**config.mk**
```make
export PLATFORM = sky130hd
export DESIGN_NAME = pixel_to_ascii_downsampler
export DESIGN_NICKNAME = d
export VERILOG_FILES = /design/src/p2a_pkg.sv /design/src/p2a_front.sv /design/src/p2a_queue.sv /design/src/p2a_back.sv /design/src/pixel_to_ascii_downsampler.sv
export SDC_FILE = /design/constraint.sdc
export NUM_CORES = 1
export LEC_CHECK = 0
export BUFFER_PORTS_ARGS = -buffer_cell sky130_fd_sc_hd__buf_2
export CAP_MARGIN = 40
export CORE_ASPECT_RATIO = 1.25
export CORE_MARGIN = 2
export CORE_UTILIZATION = 45
export CTS_BUF_LIST = sky130_fd_sc_hd__clkbuf_16
export DETAILED_ROUTE_END_ITERATION = 7
export MAX_ROUTING_LAYER = met4
export PLACE_DENSITY = 0.65
export REMOVE_ABC_BUFFERS = 1
export SLEW_MARGIN = 20
export SYNTH_ARGS = -nofsm -noshare
export SYNTH_HDL_FRONTEND = slang
export SYNTH_SLANG_ARGS = --single-unit
```
**constraint.sdc**
```tcl
create_clock -name aclk -period 9.55 [get_ports aclk]
set_input_delay 1.4325 -clock aclk [delete_from_list [all_inputs] [get_ports aclk]]
set_output_delay 1.4325 -clock aclk [all_outputs]
set_load 0.005 [all_outputs]
```
**src/p2a_pkg.sv**
```systemverilog
package p2a_pkg;

    // configuration register file
    localparam int CFG_W     = 13;
    localparam int CFG_IDX_W = 8;

    localparam logic [CFG_IDX_W-1:0] REG_SOURCE_WIDTH  = CFG_IDX_W'(0);
    localparam logic [CFG_IDX_W-1:0] REG_SOURCE_HEIGHT = CFG_IDX_W'(1);
    localparam logic [CFG_IDX_W-1:0] REG_TEXT_COLUMNS  = CFG_IDX_W'(2);
    localparam logic [CFG_IDX_W-1:0] REG_TEXT_ROWS     = CFG_IDX_W'(3);

    localparam logic [CFG_W-1:0] RST_SOURCE_WIDTH  = CFG_W'(640);
    localparam logic [CFG_W-1:0] RST_SOURCE_HEIGHT = CFG_W'(480);
    localparam logic [CFG_W-1:0] RST_TEXT_COLUMNS  = CFG_W'(80);
    localparam logic [CFG_W-1:0] RST_TEXT_ROWS     = CFG_W'(24);

    localparam int DEF_MAX_DIMENSION = 4096;

    // stream payload
    localparam int PIX_W     = 8;
    localparam int S_DATA_W  = 3 * PIX_W;
    localparam int GLYPH_W   = 7;
    localparam int M_DATA_W  = 8;

    // queue between classifier and luma pipeline
    localparam int QUEUE_DEPTH = 4;

    // BT.601 luma, weights in thousandths
    localparam int SUM_W   = 18;
    localparam logic [SUM_W-1:0] WEIGHT_R = SUM_W'(299);
    localparam logic [SUM_W-1:0] WEIGHT_G = SUM_W'(587);
    localparam logic [SUM_W-1:0] WEIGHT_B = SUM_W'(114);

    // divide by 1000 as multiply by ceil(2^28/1000), exact for sums below 2^18
    localparam int RECIP_W    = 19;
    localparam int LUMA_SHIFT = 28;
    localparam logic [RECIP_W-1:0] LUMA_RECIP = RECIP_W'(268436);
    localparam int PROD_W     = SUM_W + RECIP_W;

    localparam int IDX_W      = 5;
    localparam int SCALE_W    = 13;
    localparam logic [SCALE_W-1:0] PALETTE_TOP = SCALE_W'(22);

    typedef struct packed {
        logic [PIX_W-1:0] red;
        logic [PIX_W-1:0] green;
        logic [PIX_W-1:0] blue;
        logic             row_end;
        logic             frame_end;
    } p2a_item_t;

    // palette, dark to bright: "   ...',;:clodxkO0KXNWM"
    function automatic logic [GLYPH_W-1:0] palette_glyph(input logic [IDX_W-1:0] idx);
        logic [GLYPH_W-1:0] g;
        case (idx)
            5'd0, 5'd1, 5'd2: g = 7'h20; // space
            5'd3, 5'd4, 5'd5: g = 7'h2E; // .
            5'd6:  g = 7'h27; // '
            5'd7:  g = 7'h2C; // ,
            5'd8:  g = 7'h3B; // ;
            5'd9:  g = 7'h3A; // :
            5'd10: g = 7'h63; // c
            5'd11: g = 7'h6C; // l
            5'd12: g = 7'h6F; // o
            5'd13: g = 7'h64; // d
            5'd14: g = 7'h78; // x
            5'd15: g = 7'h6B; // k
            5'd16: g = 7'h4F; // O
            5'd17: g = 7'h30; // 0
            5'd18: g = 7'h4B; // K
            5'd19: g = 7'h58; // X
            5'd20: g = 7'h4E; // N
            5'd21: g = 7'h57; // W
            default: g = 7'h4D; // M, brightest
        endcase
        return g;
    endfunction

    // glyph for a luma value: index floor(luma*22/255), /255 done as
    // (x + (x >> 8) + 1) >> 8, exact for x up to 65534
    function automatic logic [GLYPH_W-1:0] luma_glyph(input logic [PIX_W-1:0] luma);
        logic [SCALE_W-1:0] x;
        logic [SCALE_W-1:0] q;
        x = SCALE_W'(luma) * PALETTE_TOP;
        q = (x + (x >> 8) + SCALE_W'(1)) >> 8;
        return palette_glyph(q[IDX_W-1:0]);
    endfunction

endpackage

```
**src/p2a_front.sv**
```systemverilog
module p2a_front import p2a_pkg::*; #(
    parameter int MAX_DIMENSION = DEF_MAX_DIMENSION
) (
    input  logic                 aclk,
    input  logic                 aresetn,
    // pixel side
    input  logic                 s_tvalid,
    output logic                 s_tready,
    input  logic [S_DATA_W-1:0]  s_tdata,
    // configuration writes
    input  logic                 cfg_valid,
    input  logic [CFG_IDX_W-1:0] cfg_index,
    input  logic [CFG_W-1:0]     cfg_data,
    // to the queue
    input  logic                 q_full,
    output logic                 q_push,
    output p2a_item_t            q_item
);

    localparam int DW = $clog2(MAX_DIMENSION + 1);
    localparam int CW = $clog2(MAX_DIMENSION);
    localparam int PW = 2 * DW;
    localparam int XW = (DW > CFG_W) ? DW : CFG_W;

    function automatic logic [DW-1:0] clamp_dim(input logic [XW-1:0] v,
                                               input logic [XW-1:0] cap);
        logic [DW-1:0] r;
        if (v == '0) begin
            r = DW'(1);
        end else if (v > cap) begin
            r = cap[DW-1:0];
        end else begin
            r = v[DW-1:0];
        end
        return r;
    endfunction

    // raw size registers
    logic [CFG_W-1:0] src_w_reg, src_h_reg, cols_reg, rows_reg;
    logic             cfg_hit;

    assign cfg_hit = cfg_valid && ((cfg_index == REG_SOURCE_WIDTH) ||
                                   (cfg_index == REG_SOURCE_HEIGHT) ||
                                   (cfg_index == REG_TEXT_COLUMNS) ||
                                   (cfg_index == REG_TEXT_ROWS));

    always_ff @(posedge aclk) begin
        if (!aresetn) begin
            src_w_reg <= RST_SOURCE_WIDTH;
            src_h_reg <= RST_SOURCE_HEIGHT;
            cols_reg  <= RST_TEXT_COLUMNS;
            rows_reg  <= RST_TEXT_ROWS;
        end else if (cfg_valid) begin
            case (cfg_index)
                REG_SOURCE_WIDTH:  src_w_reg <= cfg_data;
                REG_SOURCE_HEIGHT: src_h_reg <= cfg_data;
                REG_TEXT_COLUMNS:  cols_reg  <= cfg_data;
                REG_TEXT_ROWS:     rows_reg  <= cfg_data;
                default: ;
            endcase
        end
    end

    // effective sizes, registered from the clamped raw values
    logic [DW-1:0] sw_clamp, sh_clamp;
    logic [DW-1:0] sw_reg, sh_reg, tw_reg, th_reg;

    assign sw_clamp = clamp_dim(XW'(src_w_reg), XW'(MAX_DIMENSION));
    assign sh_clamp = clamp_dim(XW'(src_h_reg), XW'(MAX_DIMENSION));

    always_ff @(posedge aclk) begin
        sw_reg <= sw_clamp;
        sh_reg <= sh_clamp;
        tw_reg <= clamp_dim(XW'(cols_reg), XW'(sw_clamp));
        th_reg <= clamp_dim(XW'(rows_reg), XW'(sh_clamp));
    end

    // frame restart when a reset or a size write reaches pend_reg[1], once sizes have settled
    logic [1:0] pend_reg, pend_next;
    logic       restart;

    assign pend_next = {pend_reg[0], cfg_hit};
    assign restart   = pend_reg[1];

    always_ff @(posedge aclk) begin
        if (!aresetn) begin
            pend_reg <= 2'b01;
        end else begin
            pend_reg <= pend_next;
        end
    end

    assign s_tready = !q_full && (pend_reg == 2'b00);

    // position state
    logic [CW-1:0] src_col_reg, src_col_next, src_row_reg, src_row_next;
    logic [DW-1:0] out_col_reg, out_col_next, out_row_reg, out_row_next;
    logic [PW-1:0] col_tgt_reg, col_tgt_next, col_lim_reg, col_lim_next;
    logic [PW-1:0] row_tgt_reg, row_tgt_next, row_lim_reg, row_lim_next;

    logic accept, row_hit, col_hit, last_col, last_row, src_last_col, src_last_row;

    assign accept       = s_tvalid && s_tready;
    assign row_hit      = row_tgt_reg < row_lim_reg;
    assign col_hit      = col_tgt_reg < col_lim_reg;
    assign last_col     = ((DW+1)'(out_col_reg) + (DW+1)'(1)) >= (DW+1)'(tw_reg);
    assign last_row     = ((DW+1)'(out_row_reg) + (DW+1)'(1)) >= (DW+1)'(th_reg);
    assign src_last_col = ((DW+1)'(src_col_reg) + (DW+1)'(1)) >= (DW+1)'(sw_reg);
    assign src_last_row = ((DW+1)'(src_row_reg) + (DW+1)'(1)) >= (DW+1)'(sh_reg);

    always_comb begin
        src_col_next = src_col_reg;
        src_row_next = src_row_reg;
        out_col_next = out_col_reg;
        out_row_next = out_row_reg;
        col_tgt_next = col_tgt_reg;
        col_lim_next = col_lim_reg;
        row_tgt_next = row_tgt_reg;
        row_lim_next = row_lim_reg;
        if (restart) begin
            src_col_next = '0;
            src_row_next = '0;
            out_col_next = '0;
            out_row_next = '0;
            col_tgt_next = '0;
            col_lim_next = PW'(tw_reg);
            row_tgt_next = '0;
            row_lim_next = PW'(th_reg);
        end else if (accept) begin
            if (src_last_col) begin
                // end of source row
                src_col_next = '0;
                out_col_next = '0;
                col_tgt_next = '0;
                col_lim_next = PW'(tw_reg);
                if (src_last_row) begin
                    src_row_next = '0;
                    out_row_next = '0;
                    row_tgt_next = '0;
                    row_lim_next = PW'(th_reg);
                end else begin
                    src_row_next = src_row_reg + CW'(1);
                    row_lim_next = row_lim_reg + PW'(th_reg);
                    if (row_hit) begin
                        out_row_next = out_row_reg + DW'(1);
                        row_tgt_next = row_tgt_reg + PW'(sh_reg);
                    end
                end
            end else begin
                src_col_next = src_col_reg + CW'(1);
                col_lim_next = col_lim_reg + PW'(tw_reg);
                if (col_hit) begin
                    out_col_next = out_col_reg + DW'(1);
                    col_tgt_next = col_tgt_reg + PW'(sw_reg);
                end
            end
        end
    end

    always_ff @(posedge aclk) begin
        if (!aresetn) begin
            src_col_reg <= '0;
            src_row_reg <= '0;
            out_col_reg <= '0;
            out_row_reg <= '0;
            col_tgt_reg <= '0;
            col_lim_reg <= '0;
            row_tgt_reg <= '0;
            row_lim_reg <= '0;
        end else begin
            src_col_reg <= src_col_next;
            src_row_reg <= src_row_next;
            out_col_reg <= out_col_next;
            out_row_reg <= out_row_next;
            col_tgt_reg <= col_tgt_next;
            col_lim_reg <= col_lim_next;
            row_tgt_reg <= row_tgt_next;
            row_lim_reg <= row_lim_next;
        end
    end

    // sampled pixels go to the queue
    assign q_push            = accept && row_hit && col_hit;
    assign q_item.red        = s_tdata[PIX_W-1:0];
    assign q_item.green      = s_tdata[2*PIX_W-1:PIX_W];
    assign q_item.blue       = s_tdata[3*PIX_W-1:2*PIX_W];
    assign q_item.row_end    = last_col;
    assign q_item.frame_end  = last_col && last_row;

endmodule

```
**src/p2a_queue.sv**
```systemverilog
module p2a_queue import p2a_pkg::*; (
    input  logic      aclk,
    input  logic      aresetn,
    input  logic      push,
    input  p2a_item_t push_item,
    output logic      full,
    input  logic      pop,
    output logic      not_empty,
    output p2a_item_t head
);

    localparam int AW = $clog2(QUEUE_DEPTH);
    localparam int NW = $clog2(QUEUE_DEPTH + 1);

    p2a_item_t     slots [QUEUE_DEPTH];
    logic [AW-1:0] wr_ptr_reg, wr_ptr_next, rd_ptr_reg, rd_ptr_next;
    logic [NW-1:0] count_reg, count_next;
    logic          do_push, do_pop;

    assign full      = count_reg == NW'(QUEUE_DEPTH);
    assign not_empty = count_reg != '0;
    assign do_push   = push && !full;
    assign do_pop    = pop && not_empty;
    assign head      = slots[rd_ptr_reg];

    always_comb begin
        wr_ptr_next = wr_ptr_reg;
        rd_ptr_next = rd_ptr_reg;
        count_next  = count_reg;
        if (do_push) begin
            wr_ptr_next = (wr_ptr_reg == AW'(QUEUE_DEPTH - 1)) ? '0 : wr_ptr_reg + AW'(1);
        end
        if (do_pop) begin
            rd_ptr_next = (rd_ptr_reg == AW'(QUEUE_DEPTH - 1)) ? '0 : rd_ptr_reg + AW'(1);
        end
        case ({do_push, do_pop})
            2'b10:   count_next = count_reg + NW'(1);
            2'b01:   count_next = count_reg - NW'(1);
            default: count_next = count_reg;
        endcase
    end

    always_ff @(posedge aclk) begin
        if (!aresetn) begin
            wr_ptr_reg <= '0;
            rd_ptr_reg <= '0;
            count_reg  <= '0;
        end else begin
            wr_ptr_reg <= wr_ptr_next;
            rd_ptr_reg <= rd_ptr_next;
            count_reg  <= count_next;
        end
    end

    // storage
    always_ff @(posedge aclk) begin
        if (do_push) begin
            slots[wr_ptr_reg] <= push_item;
        end
    end

endmodule

```
**src/p2a_back.sv**
```systemverilog
module p2a_back import p2a_pkg::*; (
    input  logic                aclk,
    input  logic                aresetn,
    // from the queue
    input  logic                q_valid,
    input  p2a_item_t           q_item,
    output logic                q_pop,
    // glyph side
    output logic                m_tvalid,
    input  logic                m_tready,
    output logic [M_DATA_W-1:0] m_tdata,
    output logic                m_tlast,
    output logic [0:0]          m_tuser
);

    // stage 1: weighted sum
    logic             v1_reg, re1_reg, fe1_reg;
    logic [SUM_W-1:0] sum1_reg;
    // stage 2: divide by 1000
    logic             v2_reg, re2_reg, fe2_reg;
    logic [PIX_W-1:0] luma2_reg;
    // stage 3: output register
    logic               v3_reg, re3_reg, fe3_reg;
    logic [GLYPH_W-1:0] glyph3_reg;

    logic             rdy1, rdy2, rdy3;
    logic [SUM_W-1:0] sum_c;
    logic [PROD_W-1:0] prod_c;

    // each stage moves on when the one after it is free
    assign rdy3  = !v3_reg || m_tready;
    assign rdy2  = !v2_reg || rdy3;
    assign rdy1  = !v1_reg || rdy2;
    assign q_pop = q_valid && rdy1;

    assign sum_c  = SUM_W'(q_item.red) * WEIGHT_R + SUM_W'(q_item.green) * WEIGHT_G
                  + SUM_W'(q_item.blue) * WEIGHT_B;
    assign prod_c = PROD_W'(sum1_reg) * PROD_W'(LUMA_RECIP);

    always_ff @(posedge aclk) begin
        if (!aresetn) begin
            v1_reg <= 1'b0;
            v2_reg <= 1'b0;
            v3_reg <= 1'b0;
        end else begin
            if (rdy1) begin
                v1_reg <= q_valid;
            end
            if (rdy2) begin
                v2_reg <= v1_reg;
            end
            if (rdy3) begin
                v3_reg <= v2_reg;
            end
        end
    end

    always_ff @(posedge aclk) begin
        if (rdy1) begin
            sum1_reg <= sum_c;
            re1_reg  <= q_item.row_end;
            fe1_reg  <= q_item.frame_end;
        end
        if (rdy2) begin
            luma2_reg <= prod_c[LUMA_SHIFT +: PIX_W];
            re2_reg   <= re1_reg;
            fe2_reg   <= fe1_reg;
        end
        if (rdy3) begin
            glyph3_reg <= luma_glyph(luma2_reg);
            re3_reg    <= re2_reg;
            fe3_reg    <= fe2_reg;
        end
    end

    assign m_tvalid   = v3_reg;
    assign m_tdata    = M_DATA_W'(glyph3_reg);
    assign m_tlast    = re3_reg;
    assign m_tuser[0] = fe3_reg;

endmodule

```
**src/pixel_to_ascii_downsampler.sv**
```systemverilog
// Channel    Handshake            Payload
// s_  pixel  s_tvalid / s_tready  s_tdata: red, green, blue
// m_  glyph  m_tvalid / m_tready  m_tdata: glyph; m_tlast: row end; m_tuser: frame end
// cfg write  cfg_valid / cfg_ready cfg_index, cfg_data (0 src width, 1 src height,
//                                  2 text columns, 3 text rows)
//
// One pixel per cycle in while s_tready is high and one glyph per cycle out while m_tready
// is high; the classifier settles a pixel in the cycle it is taken, then the glyph leaves
// the queue and a three-stage luma pipeline.
// After reset and after each write to a size register, s_tready stays low while the
// effective sizes settle and the frame position restarts. cfg_ready is always high.
// A stalled m_ side fills the four-entry queue, after which s_tready drops.
module pixel_to_ascii_downsampler import p2a_pkg::*; #(
    parameter int MAX_DIMENSION = DEF_MAX_DIMENSION
) (
    input  logic                 aclk,
    input  logic                 aresetn,
    input  logic                 s_tvalid,
    output logic                 s_tready,
    input  logic [S_DATA_W-1:0]  s_tdata,   // [7:0] red, [15:8] green, [23:16] blue
    output logic                 m_tvalid,
    input  logic                 m_tready,
    output logic [M_DATA_W-1:0]  m_tdata,   // [6:0] glyph, [7] zero
    output logic                 m_tlast,
    output logic [0:0]           m_tuser,   // [0] frame_end
    input  logic                 cfg_valid,
    output logic                 cfg_ready,
    input  logic [CFG_IDX_W-1:0] cfg_index,
    input  logic [CFG_W-1:0]     cfg_data
);

    logic      q_full, q_push, q_pop, q_not_empty;
    p2a_item_t q_in, q_head;

    assign cfg_ready = 1'b1;

    p2a_front #(
        .MAX_DIMENSION(MAX_DIMENSION)
    ) u_front (
        .aclk      (aclk),
        .aresetn   (aresetn),
        .s_tvalid  (s_tvalid),
        .s_tready  (s_tready),
        .s_tdata   (s_tdata),
        .cfg_valid (cfg_valid),
        .cfg_index (cfg_index),
        .cfg_data  (cfg_data),
        .q_full    (q_full),
        .q_push    (q_push),
        .q_item    (q_in)
    );

    p2a_queue u_queue (
        .aclk      (aclk),
        .aresetn   (aresetn),
        .push      (q_push),
        .push_item (q_in),
        .full      (q_full),
        .pop       (q_pop),
        .not_empty (q_not_empty),
        .head      (q_head)
    );

    p2a_back u_back (
        .aclk     (aclk),
        .aresetn  (aresetn),
        .q_valid  (q_not_empty),
        .q_item   (q_head),
        .q_pop    (q_pop),
        .m_tvalid (m_tvalid),
        .m_tready (m_tready),
        .m_tdata  (m_tdata),
        .m_tlast  (m_tlast),
        .m_tuser  (m_tuser)
    );

endmodule

```
# ---- Yosys cells after proc, flatten, opt, wreduce, memory -nomap -nowiden
# Memory sizes are Yosys's and may differ from the RTL's. A register that Yosys moved wholly into a read port is not among the register bits.
# Cells that the tools add are included.
dict set report word_totals {
  regBits 302
  ram_bits 104
  mem_bits_ro 224
  out_inout_bits 13
  memories 2
}
dict set report classes {
  addsub 20
  mul 5
  order_cmp 10
  n_eq_ne 8
  mux 30
  bitwise_logic 1
  reduce_logical 40
}
# name words word_bits read_ports rd_ports_with_merged_regs wr line_no
set mem_list {}
lappend mem_list {{(no name shown)} 32 7 1 1 0 p2a_pkg.sv:55} ;# case (idx)
lappend mem_list {u_queue.slots 4 26 1 1 1 p2a_queue.sv:15} ;# p2a_item_t slots [QUEUE_DEPTH];
# cell n
set op_table {}
lappend op_table {{13-bit two-way mux} 15}
lappend op_table {{26-bit two-way mux} 6}
lappend op_table {{26-bit by 13-bit adder with 26-bit output} 4}
lappend op_table {{14-bit by 13-bit greater-or-equal comparator with 1-bit output} 4}
lappend op_table {{13-bit zero test} 4}
lappend op_table {{26-bit < comparator} 2}
lappend op_table {{13-bit by 1-bit adder with 13-bit output, second input constant} 3}
lappend op_table {{18-bit by 17-bit multiplier with 34-bit output, second input constant} 1}
lappend op_table {{13-bit by 1-bit adder with 14-bit output, second input constant} 2}
lappend op_table {{12-bit by 1-bit adder with 13-bit output, second input constant} 2}
lappend op_table {{13-bit greater-than comparator} 2}
lappend op_table {{13-bit greater-than comparator, second input constant} 2}
lappend op_table {{12-bit by 1-bit adder with 12-bit output, second input constant} 2}
lappend op_table {{12-bit two-way mux} 2}
lappend op_table {{17-bit by 18-bit adder with 18-bit output} 1}
lappend op_table {{18-bit by 15-bit adder with 18-bit output} 1}
lappend op_table {{8-bit by 10-bit multiplier with 18-bit output, second input constant} 1}
lappend op_table {{8-bit by 9-bit multiplier with 17-bit output, second input constant} 1}
lappend op_table {{8-bit by 2-bit == test with 1-bit output, second input constant} 2}
lappend op_table {{8-bit by 6-bit multiplier with 14-bit output, second input constant} 1}
lappend op_table {{2-bit AND reduction} 7}
lappend op_table {{13-bit by 5-bit adder with 13-bit output} 1}
lappend op_table {{8-bit by 4-bit multiplier with 12-bit output, second input constant} 1}
lappend op_table {{2-bit nonzero test} 5}
lappend op_table {{19 further kinds} 42}

# ---- Longest topological paths before layout
dict set report logic_depth {
  ltp_word 9
  ltp_mapped 28
}

# ---- Cells and area by module
# Synthesis repeated with hierarchy kept, for this count alone.
dict set report unflattened {
  cells_unflattened 3167
  hier_area_um2 30659.4
}
# module instances cells_each area_each_um2
set by_module_without_submodules {}
lappend by_module_without_submodules {p2a_front 1 1960 16259.3}
lappend by_module_without_submodules {p2a_back 1 1013 10095.9}
lappend by_module_without_submodules {p2a_queue 1 192 4292.9}
lappend by_module_without_submodules {pixel_to_ascii_downsampler 1 2 11.3}

# ---- Worst setup path before layout
# OpenSTA, ideal clock, no wires.
dict set report synth_timing {
  kind {flip-flop to flip-flop}
  startpoint {reg with a tool-made name}
  endpoint {reg u_back.sum1_reg[17] (data pin)}
  setup_ps 266
  arrival_time_ps 7574
  required_ps 9284
  path_slack_ps 1711
  path_stages_with_launch 26
  path_cell_list {dfxtp_1 -> clkbuf_1 -> buf_1 -> mux4_2 -> fa_1 -> inv_1 -> fa_1 -> inv_1 -> ha_1 -> ha_1 -> fa_1 -> xor2_1 -> ha_1 -> fa_1 -> inv_1 -> fa_1 -> fa_1 -> inv_1 -> ha_1 -> o2111a_1 -> a221oi_1 -> a2111oi_0 -> o21a_1 -> o21a_1 -> o41ai_1 -> xnor2_1}
}
# item line_no
set synth_lines {}
lappend synth_lines {{end signal, assigned} p2a_back.sv:60} ;# sum1_reg <= sum_c;
lappend synth_lines {{end, declared} p2a_back.sv:18} ;# logic [SUM_W-1:0] sum1_reg;

==> out/results.tsv <==
stage	metric	value	unit
sta	period_minus_slack	7.53	ns
layout	layout_commonest_cell	ha_1	
yosys	ys_types	92	
floorplan	die_h	294	um
floorplan	rows	106	
setup_path	rr_worst_depth	23	
layout	nNetsFinal	3876	
global_routing	use_met2	32.5	%
layout	regMostFlops	u_queue.slots	
global_routing	grt_overflow_total	0	
setup_path	critPathKind	register to register	
yosys	avgSynthCellArea	9.52	um^2
routing	avgViaCountPerCell	5.33	
min_path	hold_path.class	register to register	
status	status	completed	
min_path	hold_depth	0	
clocking	cts_resized	0	
sta	timing.fmax	0.133	GHz
layout	seqCellArea	9740	um^2
clocking	cts_tree	yes	
placement	port_buffers	60	
layout	area_growth	9.52	%
clocking	clockBufferDepth	3	
yosys	synth_ff_type	dfxtp_1	
yosys	syn-cell-area	30200	um^2
floorplan	core	66700	um^2
routing	ant_nets	0	
global_routing	grt_use_total	19.7	%
run	cap_violations	0	
yosys	synthCells	3178	
global_routing	first_global_vias	21900	
yosys	yosys_warnings	0	
clocking	insertion_delay	0.59	ns
clocking	hold_buffers	0	
layout	fillers	6221	
clocking	cts_sinks	415	
setup_path	startpoint_type	register	
layout	layout-drive-gt1-share	7.57	%
sta	period_share	78.8	%
placement	placed_area	31500	um^2
layout	largest_reg_flops	104	
floorplan	pin_count	63	
setup_path	cp_max_fo	13	
setup_path	critical_path.max_stage_delay	0.77	ns
sta	relSlewSlack	40.6	%
setup_path	arrival	7.85	ns
layout	multi_input_area	18500	um^2
global_routing	antenna_found_initial	2	
floorplan	start_util	45.3	%
yosys	yosysSeqAreaShare	32.2	%
sta	clock_skew	0.0240	ns
setup_path	cpMostUsedCell	fa_1	
setup_path	crit_path_end_kind	register	
clocking	path_clk_slew	0.06	ns
routing	wl_per_cell	16.0	um
sta	rsz0062_at_grt	no	
global_routing	use_met1	25.1	%
global_routing	grt_first_pass_wirelength	109000	um
layout	final_area	33100	um^2
global_routing	top_usage_layer	met2	
sta	fin_setup_tns	0	ns
sta	setup_viol	0	
routing	routed_wl	66000	um
global_routing	grt_max_degree	62	
routing	vias	22000	
sta	hold_violations	0	
placement	dpl.hpwl	50200	um
setup_path	path_cells	mux4_2 -> fa_1 -> inv_1 -> fa_1 -> inv_1 -> ha_1 -> ha_1 -> fa_1 -> xor2_1 -> ha_1 -> fa_1 -> inv_1 -> fa_1 -> fa_1 -> inv_1 -> ha_1 -> o2111a_1 -> a221oi_1 -> a2111oi_0 -> o21a_1 -> o21a_1 -> o41ai_1 -> xnor2_1	
floorplan	die-area	69300	um^2
placement	finalWeightedCongestion	0.875	
floorplan	die_w	236	um
setup_path	required	9.87	ns
routing	drcViolationCount	0	
clocking	cts_setup_buffers	0	
yosys	ys_ff_latch	415	
yosys	synth-edff-count	143	
global_routing	use_met3	2.16	%
sta	drv_slew	0	
layout	final_cell_mix	469 x ha_1, 456 x inv_1, 271 x dfxtp_1	
routing	drt_first_pass_iters	5	
setup_path	slowest_stage	dfxtp_1	
sta	worst_pin_slew	0.868	ns
clocking	htree_levels	2	
yosys	asyncSetResetFlopFracSynth	0	%
routing	dr.first_iter.drc_count	1028	
clocking	ctsRootBufferMaster	clkbuf_16	
clocking	cts_made_buffers	46	
## per-stage QoR
step	setup slack (ns)	std cells	hold slack [ns]	util [%]
after floorplan	1.65	3089	0.364	-
after global placement	2.07	4037	0.397	47.2
after detailed placement	1.99	4042	0.402	47.3
after CTS	1.95	4126	0.410	49.6
after global routing	1.71	4130	0.418	49.6
final	2.03	4130	0.416	49.6
## worst max-delay path, delay by kind of cell (launching register included)
| family | cells | cell delay, ns |
|---|---|---|
| buf+inv | 4 | 0.19 |
| xor+xnor | 2 | 0.29 |
| mux | 1 | 0.47 |
| compound gates | 6 | 1.43 |
| flops | 1 | 0.77 |
| fa+ha+maj | 10 | 4.10 |
## cell families after synthesis
family | count (synthesis) | share of synthesized area, %
other | 2 | 0.0248
buffers and inverters | 545 | 6.87
XOR/XNOR | 151 | 4.57
AO/OA/AOI/OAI | 578 | 12.3
flip-flops | 415 | 32.2
multiplexers | 57 | 3.02
adder cells (fa/ha/maj) | 597 | 27.9
AND/OR/NAND/NOR | 833 | 13.1
## layer usage
metal | wire [um] | share of wire [%] | vias to the layer above
met4 | 1890 | 2.9 | 0
met1 | 30600 | 46 | 10400
li1 | - | - | 11100
met2 | 31100 | 47 | 362
met3 | 2400 | 3.6 | 114
met5 | 0 | 0 | -
## Yosys cell counts (50+ instances only)
library cell | number | area [um^2]
nor3_1 | 55 | 275
fa_1 | 128 | 2560
xnor2_1 | 85 | 744
dfxtp_1 | 272 | 5450
a21o_1 | 50 | 375
clkbuf_1 | 74 | 278
nor2_1 | 217 | 815
o21ai_0 | 89 | 445
and3_1 | 50 | 313
xor2_1 | 61 | 534
nand3_1 | 75 | 375
nand2_1 | 261 | 980
ha_1 | 469 | 5870
inv_1 | 453 | 1700
a21oi_1 | 187 | 936
edfxtp_1 | 143 | 4290
## final timing paths
path / endpoint / startpoint / slack, ns
max reg2reg: u_back.sum1_reg[17] / register / 2.03
min: u_front.sh_reg[12] / u_front.src_h_reg[12] / 0.42
min reg2reg: u_front.sh_reg[12] / u_front.src_h_reg[12] / 0.42
max: u_back.sum1_reg[17] / register / 2.03
## area by class of cell
type	instances	area share, %
antenna	1	0.00756
inverter	456	5.17
multi-input combinational	2218	55.7
clock inverter	37	1.11
timing repair buffer	92	1.74
clock buffer	47	3.55
tap	864	3.26
sequential	415	29.4
Power is not shown: default switching activity piles up to over one toggle a cycle in this logic, so the estimate is an artifact.
